==> src/hw/rtl/bcp_pkg.sv <==
// bcp_pkg: shared widths, reset curve, status codes and pipeline structs
// for the battery curve percent block. No dependencies.
package bcp_pkg;

    localparam int MV_W      = 14;  // input voltage, millivolts
    localparam int VOLT_W    = 13;  // anchor voltage field
    localparam int PCT_W     = 7;   // percent field
    localparam int STAT_W    = 2;
    localparam int REG_W     = 20;  // anchor register width
    localparam int REG_COUNT = 8;   // anchor registers stored
    localparam int REG_SEL_W = $clog2(REG_COUNT);
    localparam int IDX_W     = 4;   // config index, room for out-of-range codes
    localparam int NUM_W     = 20;  // dividend: t*dp + rounding bias
    localparam int Q_W       = 7;   // quotient never exceeds dp
    localparam int VOLT_LSB  = 7;   // voltage sits above the percent field

    // reset curve: 4200/100 4000/80 3800/60 3600/40 3400/20 3300/10 3000/5 2700/0
    localparam logic [REG_W-1:0] ANCHOR_RESET [REG_COUNT] = '{
        20'd537700, 20'd512080, 20'd486460, 20'd460840,
        20'd435220, 20'd422410, 20'd384005, 20'd345600
    };

    typedef enum logic [STAT_W-1:0] {
        ST_WITHIN = 2'd0,
        ST_TOP    = 2'd1,
        ST_BOTTOM = 2'd2
    } status_t;

    // segment chosen by the select stage
    typedef struct packed {
        status_t             status;
        logic [PCT_W-1:0]    base;   // upper anchor percent (or fixed result)
        logic [PCT_W-1:0]    dp;     // |p(i+1) - p(i)|
        logic                down;   // percent falls along the segment
        logic [VOLT_W-1:0]   t;      // v(i) - mv
        logic [VOLT_W-1:0]   w;      // v(i) - v(i+1), never zero here
    } seg_t;

    // divider result handed to the output stage
    typedef struct packed {
        status_t             status;
        logic [PCT_W-1:0]    base;
        logic                down;
        logic [Q_W-1:0]      q;
    } div_res_t;

endpackage

==> src/hw/rtl/bcp_select.sv <==
// bcp_select: first pipeline stage, top/bottom tests and segment search.
// Depends on bcp_pkg.
module bcp_select
    import bcp_pkg::*;
#(
    parameter int ANCHOR_COUNT = 8
)
(
    input  logic               clk,
    input  logic               rst_n,
    input  logic               adv,
    input  logic               in_valid,
    input  logic [MV_W-1:0]    mv,
    input  logic [REG_W-1:0]   anchors [REG_COUNT],
    output logic               seg_valid,
    output seg_t               seg
);

    localparam int LAST = ANCHOR_COUNT - 1;

    logic [VOLT_W-1:0] volt [ANCHOR_COUNT];
    logic [PCT_W-1:0]  pct  [ANCHOR_COUNT];
    logic              hit  [LAST];
    logic [VOLT_W-1:0] t_ln [LAST];
    logic [VOLT_W-1:0] w_ln [LAST];

    logic  valid_reg;
    seg_t  seg_reg;
    seg_t  seg_next;

    for (genvar k = 0; k < ANCHOR_COUNT; k++) begin : g_anchor
        assign volt[k] = anchors[k][VOLT_LSB +: VOLT_W];
        assign pct[k]  = anchors[k][PCT_W-1:0];
    end

    // one lane per segment, all independent
    for (genvar i = 0; i < LAST; i++) begin : g_lane
        logic [MV_W-1:0] t_full;
        assign hit[i]  = (mv <= {1'b0, volt[i]}) && (mv >= {1'b0, volt[i+1]});
        assign t_full  = {1'b0, volt[i]} - mv;
        assign t_ln[i] = t_full[VOLT_W-1:0];
        assign w_ln[i] = volt[i] - volt[i+1];
    end

    always_comb
    begin
        seg_next = '{status: ST_WITHIN, base: '0, dp: '0, down: 1'b0,
                     t: '0, w: VOLT_W'(1)};
        priority if (mv >= {1'b0, volt[0]})
        begin
            seg_next.status = ST_TOP;
            seg_next.base   = pct[0];
        end
        else if (mv <= {1'b0, volt[LAST]})
        begin
            seg_next.status = ST_BOTTOM;
            seg_next.base   = pct[LAST];
        end
        else
        begin
            // descending sweep so the first holding segment wins
            for (int i = LAST - 1; i >= 0; i--)
            begin
                if (hit[i])
                begin
                    seg_next.base = pct[i];
                    if (w_ln[i] == '0)
                    begin
                        seg_next.dp   = '0;
                        seg_next.down = 1'b0;
                        seg_next.t    = '0;
                        seg_next.w    = VOLT_W'(1);
                    end
                    else
                    begin
                        seg_next.down = (pct[i+1] < pct[i]);
                        seg_next.dp   = (pct[i+1] < pct[i]) ? (pct[i] - pct[i+1])
                                                            : (pct[i+1] - pct[i]);
                        seg_next.t    = t_ln[i];
                        seg_next.w    = w_ln[i];
                    end
                end
            end
        end
    end

    always_ff @(posedge clk or negedge rst_n)
    begin
        if (!rst_n)
        begin
            valid_reg <= 1'b0;
        end
        else if (adv)
        begin
            valid_reg <= in_valid;
        end
    end

    always_ff @(posedge clk)
    begin
        if (adv)
        begin
            seg_reg <= seg_next;
        end
    end

    assign seg_valid = valid_reg;
    assign seg       = seg_reg;

endmodule

==> src/hw/rtl/bcp_div.sv <==
// bcp_div: multiply stage then a restoring divider, one quotient bit per stage.
// Depends on bcp_pkg.
module bcp_div
    import bcp_pkg::*;
(
    input  logic      clk,
    input  logic      rst_n,
    input  logic      adv,
    input  logic      seg_valid,
    input  seg_t      seg,
    output logic      res_valid,
    output div_res_t  res
);

    // index 0 is the multiply stage, index j+1 is quotient bit stage j
    logic              valid_reg  [Q_W+1];
    logic [NUM_W-1:0]  r_reg      [Q_W+1];
    logic [Q_W-1:0]    q_reg      [Q_W+1];
    logic [VOLT_W-1:0] w_reg      [Q_W+1];
    logic [PCT_W-1:0]  base_reg   [Q_W+1];
    logic              down_reg   [Q_W+1];
    status_t           status_reg [Q_W+1];

    logic [NUM_W-1:0]  num_next;

    // falling segments round toward minus infinity via a ceiling divide
    assign num_next = NUM_W'(seg.t) * NUM_W'(seg.dp)
                    + (seg.down ? (NUM_W'(seg.w) - NUM_W'(1)) : '0);

    always_ff @(posedge clk or negedge rst_n)
    begin
        if (!rst_n)
        begin
            valid_reg[0] <= 1'b0;
        end
        else if (adv)
        begin
            valid_reg[0] <= seg_valid;
        end
    end

    always_ff @(posedge clk)
    begin
        if (adv)
        begin
            r_reg[0]      <= num_next;
            q_reg[0]      <= '0;
            w_reg[0]      <= seg.w;
            base_reg[0]   <= seg.base;
            down_reg[0]   <= seg.down;
            status_reg[0] <= seg.status;
        end
    end

    for (genvar j = 0; j < Q_W; j++) begin : g_bit
        localparam int K = Q_W - 1 - j;
        logic [NUM_W-1:0] dsh;
        logic             ge;
        logic [NUM_W-1:0] r_next;
        logic [Q_W-1:0]   q_next;

        assign dsh    = {{(NUM_W-VOLT_W){1'b0}}, w_reg[j]} << K;
        assign ge     = (r_reg[j] >= dsh);
        assign r_next = ge ? (r_reg[j] - dsh) : r_reg[j];
        assign q_next = ge ? (q_reg[j] | (Q_W'(1) << K)) : q_reg[j];

        always_ff @(posedge clk or negedge rst_n)
        begin
            if (!rst_n)
            begin
                valid_reg[j+1] <= 1'b0;
            end
            else if (adv)
            begin
                valid_reg[j+1] <= valid_reg[j];
            end
        end

        always_ff @(posedge clk)
        begin
            if (adv)
            begin
                r_reg[j+1]      <= r_next;
                q_reg[j+1]      <= q_next;
                w_reg[j+1]      <= w_reg[j];
                base_reg[j+1]   <= base_reg[j];
                down_reg[j+1]   <= down_reg[j];
                status_reg[j+1] <= status_reg[j];
            end
        end
    end

    assign res_valid  = valid_reg[Q_W];
    assign res.status = status_reg[Q_W];
    assign res.base   = base_reg[Q_W];
    assign res.down   = down_reg[Q_W];
    assign res.q      = q_reg[Q_W];

endmodule

==> src/hw/rtl/battery_curve_percent.sv <==
// battery_curve_percent: top level, anchor registers, pipeline control and
// output stage. Depends on bcp_pkg, bcp_select and bcp_div.
//
// Usage:
//   Voltage samples (millivolts) come in on the s_axis stream, one item per
//   transfer. Each gives one result item on m_axis: the floored charge
//   percent in tdata and the range status in tuser (within curve, at or
//   above top, at or below bottom).
//   The curve is eight anchors written through cfg_we/cfg_index/cfg_wdata,
//   each voltage*128 + percent; only the first ANCHOR_COUNT take part.
//   Index 8 and up is dropped. Write anchors only while the pipe is empty.
//   Pipeline: select stage, multiply stage, seven divider stages (one
//   quotient bit each, set by the 20-bit compare/subtract), output register.
//   Throughput: one item per cycle, sustained while m_axis_tready keeps
//   the output item moving.
//   Stall: when the output item is held by m_axis_tready low, every stage
//   freezes and s_axis_tready drops in the same cycle; nothing is lost or
//   duplicated. Ready returns as soon as the output item is taken.
//   Reset: rst_n clears all valid bits and loads the default 8-point curve.
module battery_curve_percent
    import bcp_pkg::*;
#(
    parameter int ANCHOR_COUNT = 8
)
(
    input  logic              clk,
    input  logic              rst_n,
    // input stream
    input  logic              s_axis_tvalid,
    output logic              s_axis_tready,
    input  logic [15:0]       s_axis_tdata,   // [13:0] battery_mv, [15:14] zero
    // result stream
    output logic              m_axis_tvalid,
    input  logic              m_axis_tready,
    output logic [7:0]        m_axis_tdata,   // [6:0] charge_percent, [7] zero
    output logic [STAT_W-1:0] m_axis_tuser,   // [1:0] range_status
    // configuration
    input  logic              cfg_we,
    input  logic [IDX_W-1:0]  cfg_index,
    input  logic [REG_W-1:0]  cfg_wdata
);

    logic [REG_W-1:0] anchor_reg [REG_COUNT];

    logic             adv;
    logic             seg_valid;
    seg_t             seg;
    logic             res_valid;
    div_res_t         res;

    logic             out_valid_reg;
    logic [PCT_W-1:0] out_pct_reg;
    logic [PCT_W-1:0] out_pct_next;
    status_t          out_status_reg;

    // whole pipe moves together unless the output item is blocked
    assign adv           = !out_valid_reg || m_axis_tready;
    assign s_axis_tready = adv;

    // anchor registers
    always_ff @(posedge clk or negedge rst_n)
    begin
        if (!rst_n)
        begin
            for (int k = 0; k < REG_COUNT; k++)
            begin
                anchor_reg[k] <= ANCHOR_RESET[k];
            end
        end
        else if (cfg_we && (cfg_index < IDX_W'(REG_COUNT)))
        begin
            anchor_reg[cfg_index[REG_SEL_W-1:0]] <= cfg_wdata;
        end
    end

    bcp_select #(
        .ANCHOR_COUNT (ANCHOR_COUNT)
    ) u_select (
        .clk       (clk),
        .rst_n     (rst_n),
        .adv       (adv),
        .in_valid  (s_axis_tvalid),
        .mv        (s_axis_tdata[MV_W-1:0]),
        .anchors   (anchor_reg),
        .seg_valid (seg_valid),
        .seg       (seg)
    );

    bcp_div u_div (
        .clk       (clk),
        .rst_n     (rst_n),
        .adv       (adv),
        .seg_valid (seg_valid),
        .seg       (seg),
        .res_valid (res_valid),
        .res       (res)
    );

    // final step: apply the quotient to the upper anchor percent
    assign out_pct_next = res.down ? (res.base - res.q) : (res.base + res.q);

    always_ff @(posedge clk or negedge rst_n)
    begin
        if (!rst_n)
        begin
            out_valid_reg <= 1'b0;
        end
        else if (adv)
        begin
            out_valid_reg <= res_valid;
        end
    end

    always_ff @(posedge clk)
    begin
        if (adv)
        begin
            out_pct_reg    <= out_pct_next;
            out_status_reg <= res.status;
        end
    end

    assign m_axis_tvalid = out_valid_reg;
    assign m_axis_tdata  = {1'b0, out_pct_reg};
    assign m_axis_tuser  = out_status_reg;

    // a result only carries one of the defined status codes
    a_status_code: assert property (@(posedge clk) disable iff (!rst_n)
        m_axis_tvalid |-> ((m_axis_tuser == ST_WITHIN) || (m_axis_tuser == ST_TOP)
                           || (m_axis_tuser == ST_BOTTOM)))
        else $error("undefined range status code on output");

    // clamped results must not interpolate
    a_clamp_no_slope: assert property (@(posedge clk) disable iff (!rst_n)
        (seg_valid && (seg.status != ST_WITHIN)) |-> (seg.dp == '0))
        else $error("clamped item carries a nonzero slope");

    // a blocked output freezes the internal stages too
    a_stall_holds: assert property (@(posedge clk) disable iff (!rst_n)
        (m_axis_tvalid && !m_axis_tready) |=>
            ((seg_valid == $past(seg_valid)) && (res_valid == $past(res_valid))))
        else $error("pipeline moved during output stall");

endmodule

==> config.mk <==
export PLATFORM = sky130hd
export DESIGN_NAME = battery_curve_percent
export DESIGN_NICKNAME = d
export VERILOG_FILES = /design/src/hw/rtl/bcp_pkg.sv /design/src/hw/rtl/bcp_select.sv /design/src/hw/rtl/bcp_div.sv /design/src/hw/rtl/battery_curve_percent.sv
export SDC_FILE = /design/constraint.sdc
export NUM_CORES = 2
export LEC_CHECK = 0
export ABC_CLOCK_PERIOD_IN_PS = 23600
export BUFFER_PORTS_ARGS = -buffer_cell sky130_fd_sc_hd__buf_2
export CAP_MARGIN = 15
export CORE_UTILIZATION = 45
export DETAILED_ROUTE_END_ITERATION = 10
export GPL_ROUTABILITY_DRIVEN = 0
export HOLD_SLACK_MARGIN = 0.1
export PLACE_DENSITY = 0.71
export SETUP_SLACK_MARGIN = 0.5
export SYNTH_ARGS = -nofsm -noshare
export SYNTH_HDL_FRONTEND = slang
export SYNTH_SLANG_ARGS = --single-unit
==> constraint.sdc <==
create_clock -name clk -period 23.6 [get_ports clk]
set_input_delay 4.72 -clock clk [delete_from_list [all_inputs] [get_ports clk]]
set_output_delay 4.72 -clock clk [all_outputs]
set_load 0.02 [all_outputs]
== Word level (Yosys, flattened, before mapping) ==
Memories as Yosys holds them, arrays and structs flattened. A register that Yosys moved wholly into a read port is not among the register bits.
Cells that the tools add are included.
Word-level totals
  word-level logic and storage cells: 169
  memories kept: 6
  register bits after elaboration: 220
  input bits: 45
  RAM bits: 400
  output and inout port bits: 12
Operators by class
  mux-type cells: 45
  add/subtract/negate cells: 39
  reductions and logical operators: 19
  bitwise logic cells: 1
  $lt $le $gt $ge: 33
  $mul: 1
Memory list
  u_div.r_reg: words 8, bits a word 20, rd ports 7, clocked after Yosys merged registers in 0, wr ports 8, RTL line bcp_div.sv:17  | logic [NUM_W-1:0] r_reg [Q_W+1];
  u_div.w_reg: words 8, bits a word 13, rd ports 7, clocked after Yosys merged registers in 0, wr ports 8, RTL line bcp_div.sv:19  | logic [VOLT_W-1:0] w_reg [Q_W+1];
  u_div.base_reg: words 8, bits a word 7, rd ports 8, clocked after Yosys merged registers in 0, wr ports 8, RTL line bcp_div.sv:20  | logic [PCT_W-1:0] base_reg [Q_W+1];
  u_div.q_reg: words 8, bits a word 7, rd ports 8, clocked after Yosys merged registers in 0, wr ports 8, RTL line bcp_div.sv:18  | logic [Q_W-1:0] q_reg [Q_W+1];
  u_div.status_reg: words 8, bits a word 2, rd ports 8, clocked after Yosys merged registers in 1, wr ports 8, RTL line bcp_div.sv:22  | status_t status_reg [Q_W+1];
  u_div.down_reg: words 8, bits a word 1, rd ports 8, clocked after Yosys merged registers in 0, wr ports 8, RTL line bcp_div.sv:21  | logic down_reg [Q_W+1];
Operator list (number)
  2-to-1 mux 41 bit: 7
  2-to-1 mux 34 bit: 7
  subtractor 13 bit: 14
  2-to-1 mux 20 bit: 9
  bitwise mux 160 bit: 1
  >= comparator 14 x 13 -> 1 bit: 8
  <= comparator 14 x 13 -> 1 bit: 8
  subtractor 7 bit: 15
  logical NOT 13 bit: 7
  2-to-1 mux 7 bit: 11
  demux 20 bit (select 3 bit): 1
  < comparator 7 bit: 7
  adder 20 bit: 1
  >= comparator 20 x 13 -> 1 bit: 1
  >= comparator 20 x 14 -> 1 bit: 1
  >= comparator 20 x 15 -> 1 bit: 1
  >= comparator 20 x 16 -> 1 bit: 1
  >= comparator 20 x 17 -> 1 bit: 1
  >= comparator 20 x 18 -> 1 bit: 1
  >= comparator 20 x 19 -> 1 bit: 1
  multiplier 13 x 7 -> 20 bit: 1
  subtractor 20 x 13 -> 20 bit: 1
  subtractor 20 x 14 -> 20 bit: 1
  subtractor 20 x 15 -> 20 bit: 1
  20 further kinds: 31

== Longest topological paths before layout ==
  word-level depth: 12
  gate-level depth with buffers: 22
  gate-level depth less buffers: 22

== By module ==
A second synthesis with hierarchy kept.
Second synthesis, totals
  cells, all modules: 4483
  area, all modules: 44973.1 um^2
Modules (own cells, without submodules)
  bcp_div: cells an instance 1670, seq. area each 10380.0 um^2, instances 1, area each 19880.3 um^2
  bcp_select: cells an instance 2401, seq. area each 1316.3 um^2, instances 1, area each 18333.8 um^2
  battery_curve_percent: cells an instance 412, seq. area each 4375.4 um^2, instances 1, area each 6759.0 um^2

== Least setup slack after synthesis ==
No wires, ideal clock.
  path kind: input-to-output
  start point: in m_axis_tready
  end point: out s_axis_tready
  path buffers: 1
  arrival: 15.789 ns
  slack: 3.091 ns
  stages: 2
  required time: 18.880 ns
  cell sequence: nand2b_1 > clkbuf_1
On the way
  word-level cells in the longest chain between the ends: 1
Ends and longest elaborated chain
  start, declared: RTL line battery_curve_percent.sv:34  | input logic m_axis_tready,
  logical OR 1 bit: RTL line battery_curve_percent.sv:57  | assign adv = !out_valid_reg || m_axis_tready;
  end, declared: RTL line battery_curve_percent.sv:30  | output logic s_axis_tready,
No other way between the ends.

== Final worst setup path ==
Same ends and word-level chain as after synthesis.

==> results.yml <==
synthesis:
  synthDominantCellAreaShare_pct: 26.9
  synth_area_leaders: "sky130_fd_sc_hd__edfxtp_1, sky130_fd_sc_hd__ha_1, sky130_fd_sc_hd__dfrtp_1"
  seq_cells_post_synth: 561
  avgSynthCellArea_um2: 9.86
  post_synth_edffs: 391
  ys.warnings.count: 0
  async_flop_share_pct: 30.3
  netlist_area_um2: 43700
  primary_ff_master_synth: "sky130_fd_sc_hd__edfxtp_1"
  synth_seq_area_share_pct: 36.8
  synth_top_area_cell: "sky130_fd_sc_hd__edfxtp_1"
  syn_nets: 5087
  postSynthCellCount: 4434
  netlist-cell-type-count: 88
clocking:
  clkSinkCount: 561
  holdBufCountCts: 0
  cts_tree: "yes"
  count_of_instances_resized_after_the_clock_tree_is_built: 0
  number_of_levels_in_the_clock_h_tree: 3
  clk-insertion-delay-late_ns: 0.63
  clock-root-buffer: "sky130_fd_sc_hd__clkbuf_16"
  clkSlewWorstSetupHoldPaths_ns: 0.05
  cts_setup_buffers: 0
  clockBufferDepth: 3
  cts_made_buffers: 66
global_routing:
  vias_in_the_first_global_route: 34208
  grt_start_max_net_pins: 193
  grt_antenna_before_repair: 8
  global_route_wire_length_before_repair_um: 182000
  grt.overflow.total: 0
  global_route.usage.total_pct: 23.6
setup_path:
  critical_path_peak_fanout: 59
  cp_slowest_cell: "sky130_fd_sc_hd__nand2b_4"
  setup.worst_path.start_class: "input port"
  crit_buf_inv: 2
  worst_ep_arrival_time_ns: 5.76
  path_cells: "buf_2 > nand2b_4 > buf_2"
  cp-end-kind: "primary output"
  max_stage_delay_ns: 0.60
  cell_occurring_most_often_along_the_worst_timing_path: "sky130_fd_sc_hd__buf_2"
  critical_path.top_delay_family: "simple AND/OR/NAND/NOR gates"
  worstSetupPathType: "input port to primary output"
  worst_ep_required_time_ns: 18.88
finish:
  synthToLayoutAreaGrowth_pct: 9.17
  fin_nets: 5140
  layout-drive-gt1-share_pct: 9.32
  largest_register_ffs: 160
  final_common_cell: "sky130_fd_sc_hd__ha_1"
  final_cell_mix: "sky130_fd_sc_hd__ha_1, sky130_fd_sc_hd__inv_1, sky130_fd_sc_hd__edfxtp_1"
  fin_cells: 5812
power:
  p_int_uw: 3730
  cellPowerDensity_nw_per_um2: 136
  power_leakage_uw: 0.0206
  p_seq_share_pct: 29.7
  netSwitchingPower_uw: 2740
  power_frac_comb_pct: 54.1
  power.ir.vdd_worst_v: 0.0000767
  clkPwrFrac_pct: 16.2
  swShare_pct: 42.4
run_status:
  outcome: "finished, final reports clean"
floorplanning:
  initial_utilization_pct: 45.7
  die_area_um2: 98400
  die_w_um: 314
  io_pins: 57
  core_area_um2: 95600
  std_cell_rows: 113
  dieHeight_um: 314
sta:
  final_setup_violation_count: 0
  max_slew.worst_pin.slew_ns: 1.16
  finalWorstPathRequiredPeriod_ns: 10.48
  setup_repair_after_global_routing_missed_its_margin: "no"
  summed_negative_setup_slack_over_all_endpoints_ns: 0
  final_hold_violating_endpoints: 0
  max_freq_mhz: 95.4
  portion_of_the_clock_cycle_consumed_by_the_worst_path_in_the_final_layout_pct: 44.4
  fin_ws_ns: 13.12
  timing_max_transition_violations_final: 0
  fin_worst_skew_ns: 0.0248
  timing.max_slew.rel_slack_pct: 22.3
routing:
  wire_per_inst_um: 20.1
  wirelength_um: 117000
  final_antenna_net_count: 0
  vias_per_cell: 5.85
  drtPass1Iterations: 5
  drt_first_iter_violations: 2705
  detailroute.via_count: 34027
  remaining_drc_errors: 0
place:
  hpwl_um: 91600
  portBuffers: 53
  post-place-ws_ns: 13.08
  dp_cells: 5683
job:
  cap_viol_max_count: 0
min_path:
  min_path_type: "flip-flop to flip-flop"
## worst register-to-register path, stage by stage, from the launching register on
cell,delay [ns]
sky130_fd_sc_hd__edfxtp_1,0.45
sky130_fd_sc_hd__nor4_1,0.76
sky130_fd_sc_hd__nand2_1,0.38
sky130_fd_sc_hd__or3_1,0.39
sky130_fd_sc_hd__a21boi_0,0.28
sky130_fd_sc_hd__fa_1,0.47
sky130_fd_sc_hd__fa_1,0.54
sky130_fd_sc_hd__inv_1,0.05
sky130_fd_sc_hd__fa_1,0.47
sky130_fd_sc_hd__inv_1,0.04
sky130_fd_sc_hd__ha_1,0.19
sky130_fd_sc_hd__o41ai_1,0.65
sky130_fd_sc_hd__o21ai_0,0.39
sky130_fd_sc_hd__o211ai_1,0.38
sky130_fd_sc_hd__a31oi_1,0.15
sky130_fd_sc_hd__xnor2_1,0.14
## cells in the mapped netlist, drive strengths merged (43+ instances only)
library cell    n
a21boi         43
a21o           80
a21oi         218
and2          101
clkbuf         96
dfrtp         109
dfstp          61
edfxtp        391
fa            107
ha            501
inv           487
mux2          119
nand2         308
nand3          66
nor2          240
nor2b          64
nor3          117
o21a           56
o21ai         308
or3            46
xnor2         153
xor2           86
## final timing paths
check                                         startpoint                      endpoint  slack [ns]  cells past startpoint
max in group asynchronous                          rst_n     m_axis_tvalid$_DFFE_PN0P_       18.21                      2
max                                        m_axis_tready                 s_axis_tready       13.12                      3
min                          u_div.q_reg[1][4]$_DFFE_PP_  u_div.q_reg[1][11]$_DFFE_PP_        0.41                      0
min reg2reg                  u_div.q_reg[1][4]$_DFFE_PP_  u_div.q_reg[1][11]$_DFFE_PP_        0.41                      0
max reg2reg                u_select.seg[5]$_SDFFCE_PP0P_  u_div.r_reg[0][19]$_DFFE_PP_       17.62                     15
min in group asynchronous                          rst_n     anchor_reg[4]$_DFFE_PN0P_        4.03                      1
## metal layers
metal | GRT usage, % | part of all wire (%)
met5 | 0 | 0.0086
met3 | 3.79 | 6.5
met2 | 41.0 | 49
met4 | 13.7 | 6.0
met1 | 27.4 | 39
## metrics by stage
| step | hold slack [ns] | power (uW) | area (um2) | util, % |
|---|---|---|---|---|
| 6_report | 0.407 | 6470 | 47700 | 49.9 |
| 5_1_grt | 0.413 | 6960 | 47700 | 49.9 |
| 4_1_cts | 0.413 | 6440 | 47700 | 49.9 |
| 3_5_place_dp | 0.405 | 5360 | 45500 | 47.6 |
| 3_3_place_gp | 0.402 | 5250 | 45500 | 47.6 |
| 2_1_floorplan | 0.400 | 4550 | 43700 | - |
## power by group through the flow
| stage | Sequential (uW) | Clock [uW] | Combinational, uW |
|---|---|---|---|
| after CTS | 1920 | 1070 | 3460 |
| after global routing | 1970 | 1100 | 3890 |
| after detailed placement | 1940 | 0 | 3430 |
| after floorplan | 1910 | 0 | 2630 |
| after global placement | 1920 | 0 | 3330 |
| final | 1920 | 1050 | 3500 |
## logic make-up (layout without fill, tap and decap cells)
| logic type | Yosys count | in the layout | synth area share [%] |
|---|---|---|---|
| buffers and inverters | 592 | 698 | 5.12 |
| multiplexers | 151 | 151 | 3.80 |
| flip-flops | 561 | 561 | 36.8 |
| XOR/XNOR | 239 | 239 | 4.79 |
| AND/OR/NAND/NOR | 1163 | 1163 | 13.4 |
| adder cells (fa/ha/maj) | 608 | 608 | 19.2 |
| other | 1 | 8 | 0.00858 |
| AO/OA/AOI/OAI | 1119 | 1119 | 16.9 |
## cell type report
cell class	instances	area, um2
fill	8690	47900
multi-input combinational	3281	25400
sequential	561	16100
clock buffer	87	1830
inverter	487	1830
tap	1265	1580
timing repair buffer	90	568
clock inverter	34	378
antenna	7	17.5
Note: power is estimated with default switching activity, not from simulation.
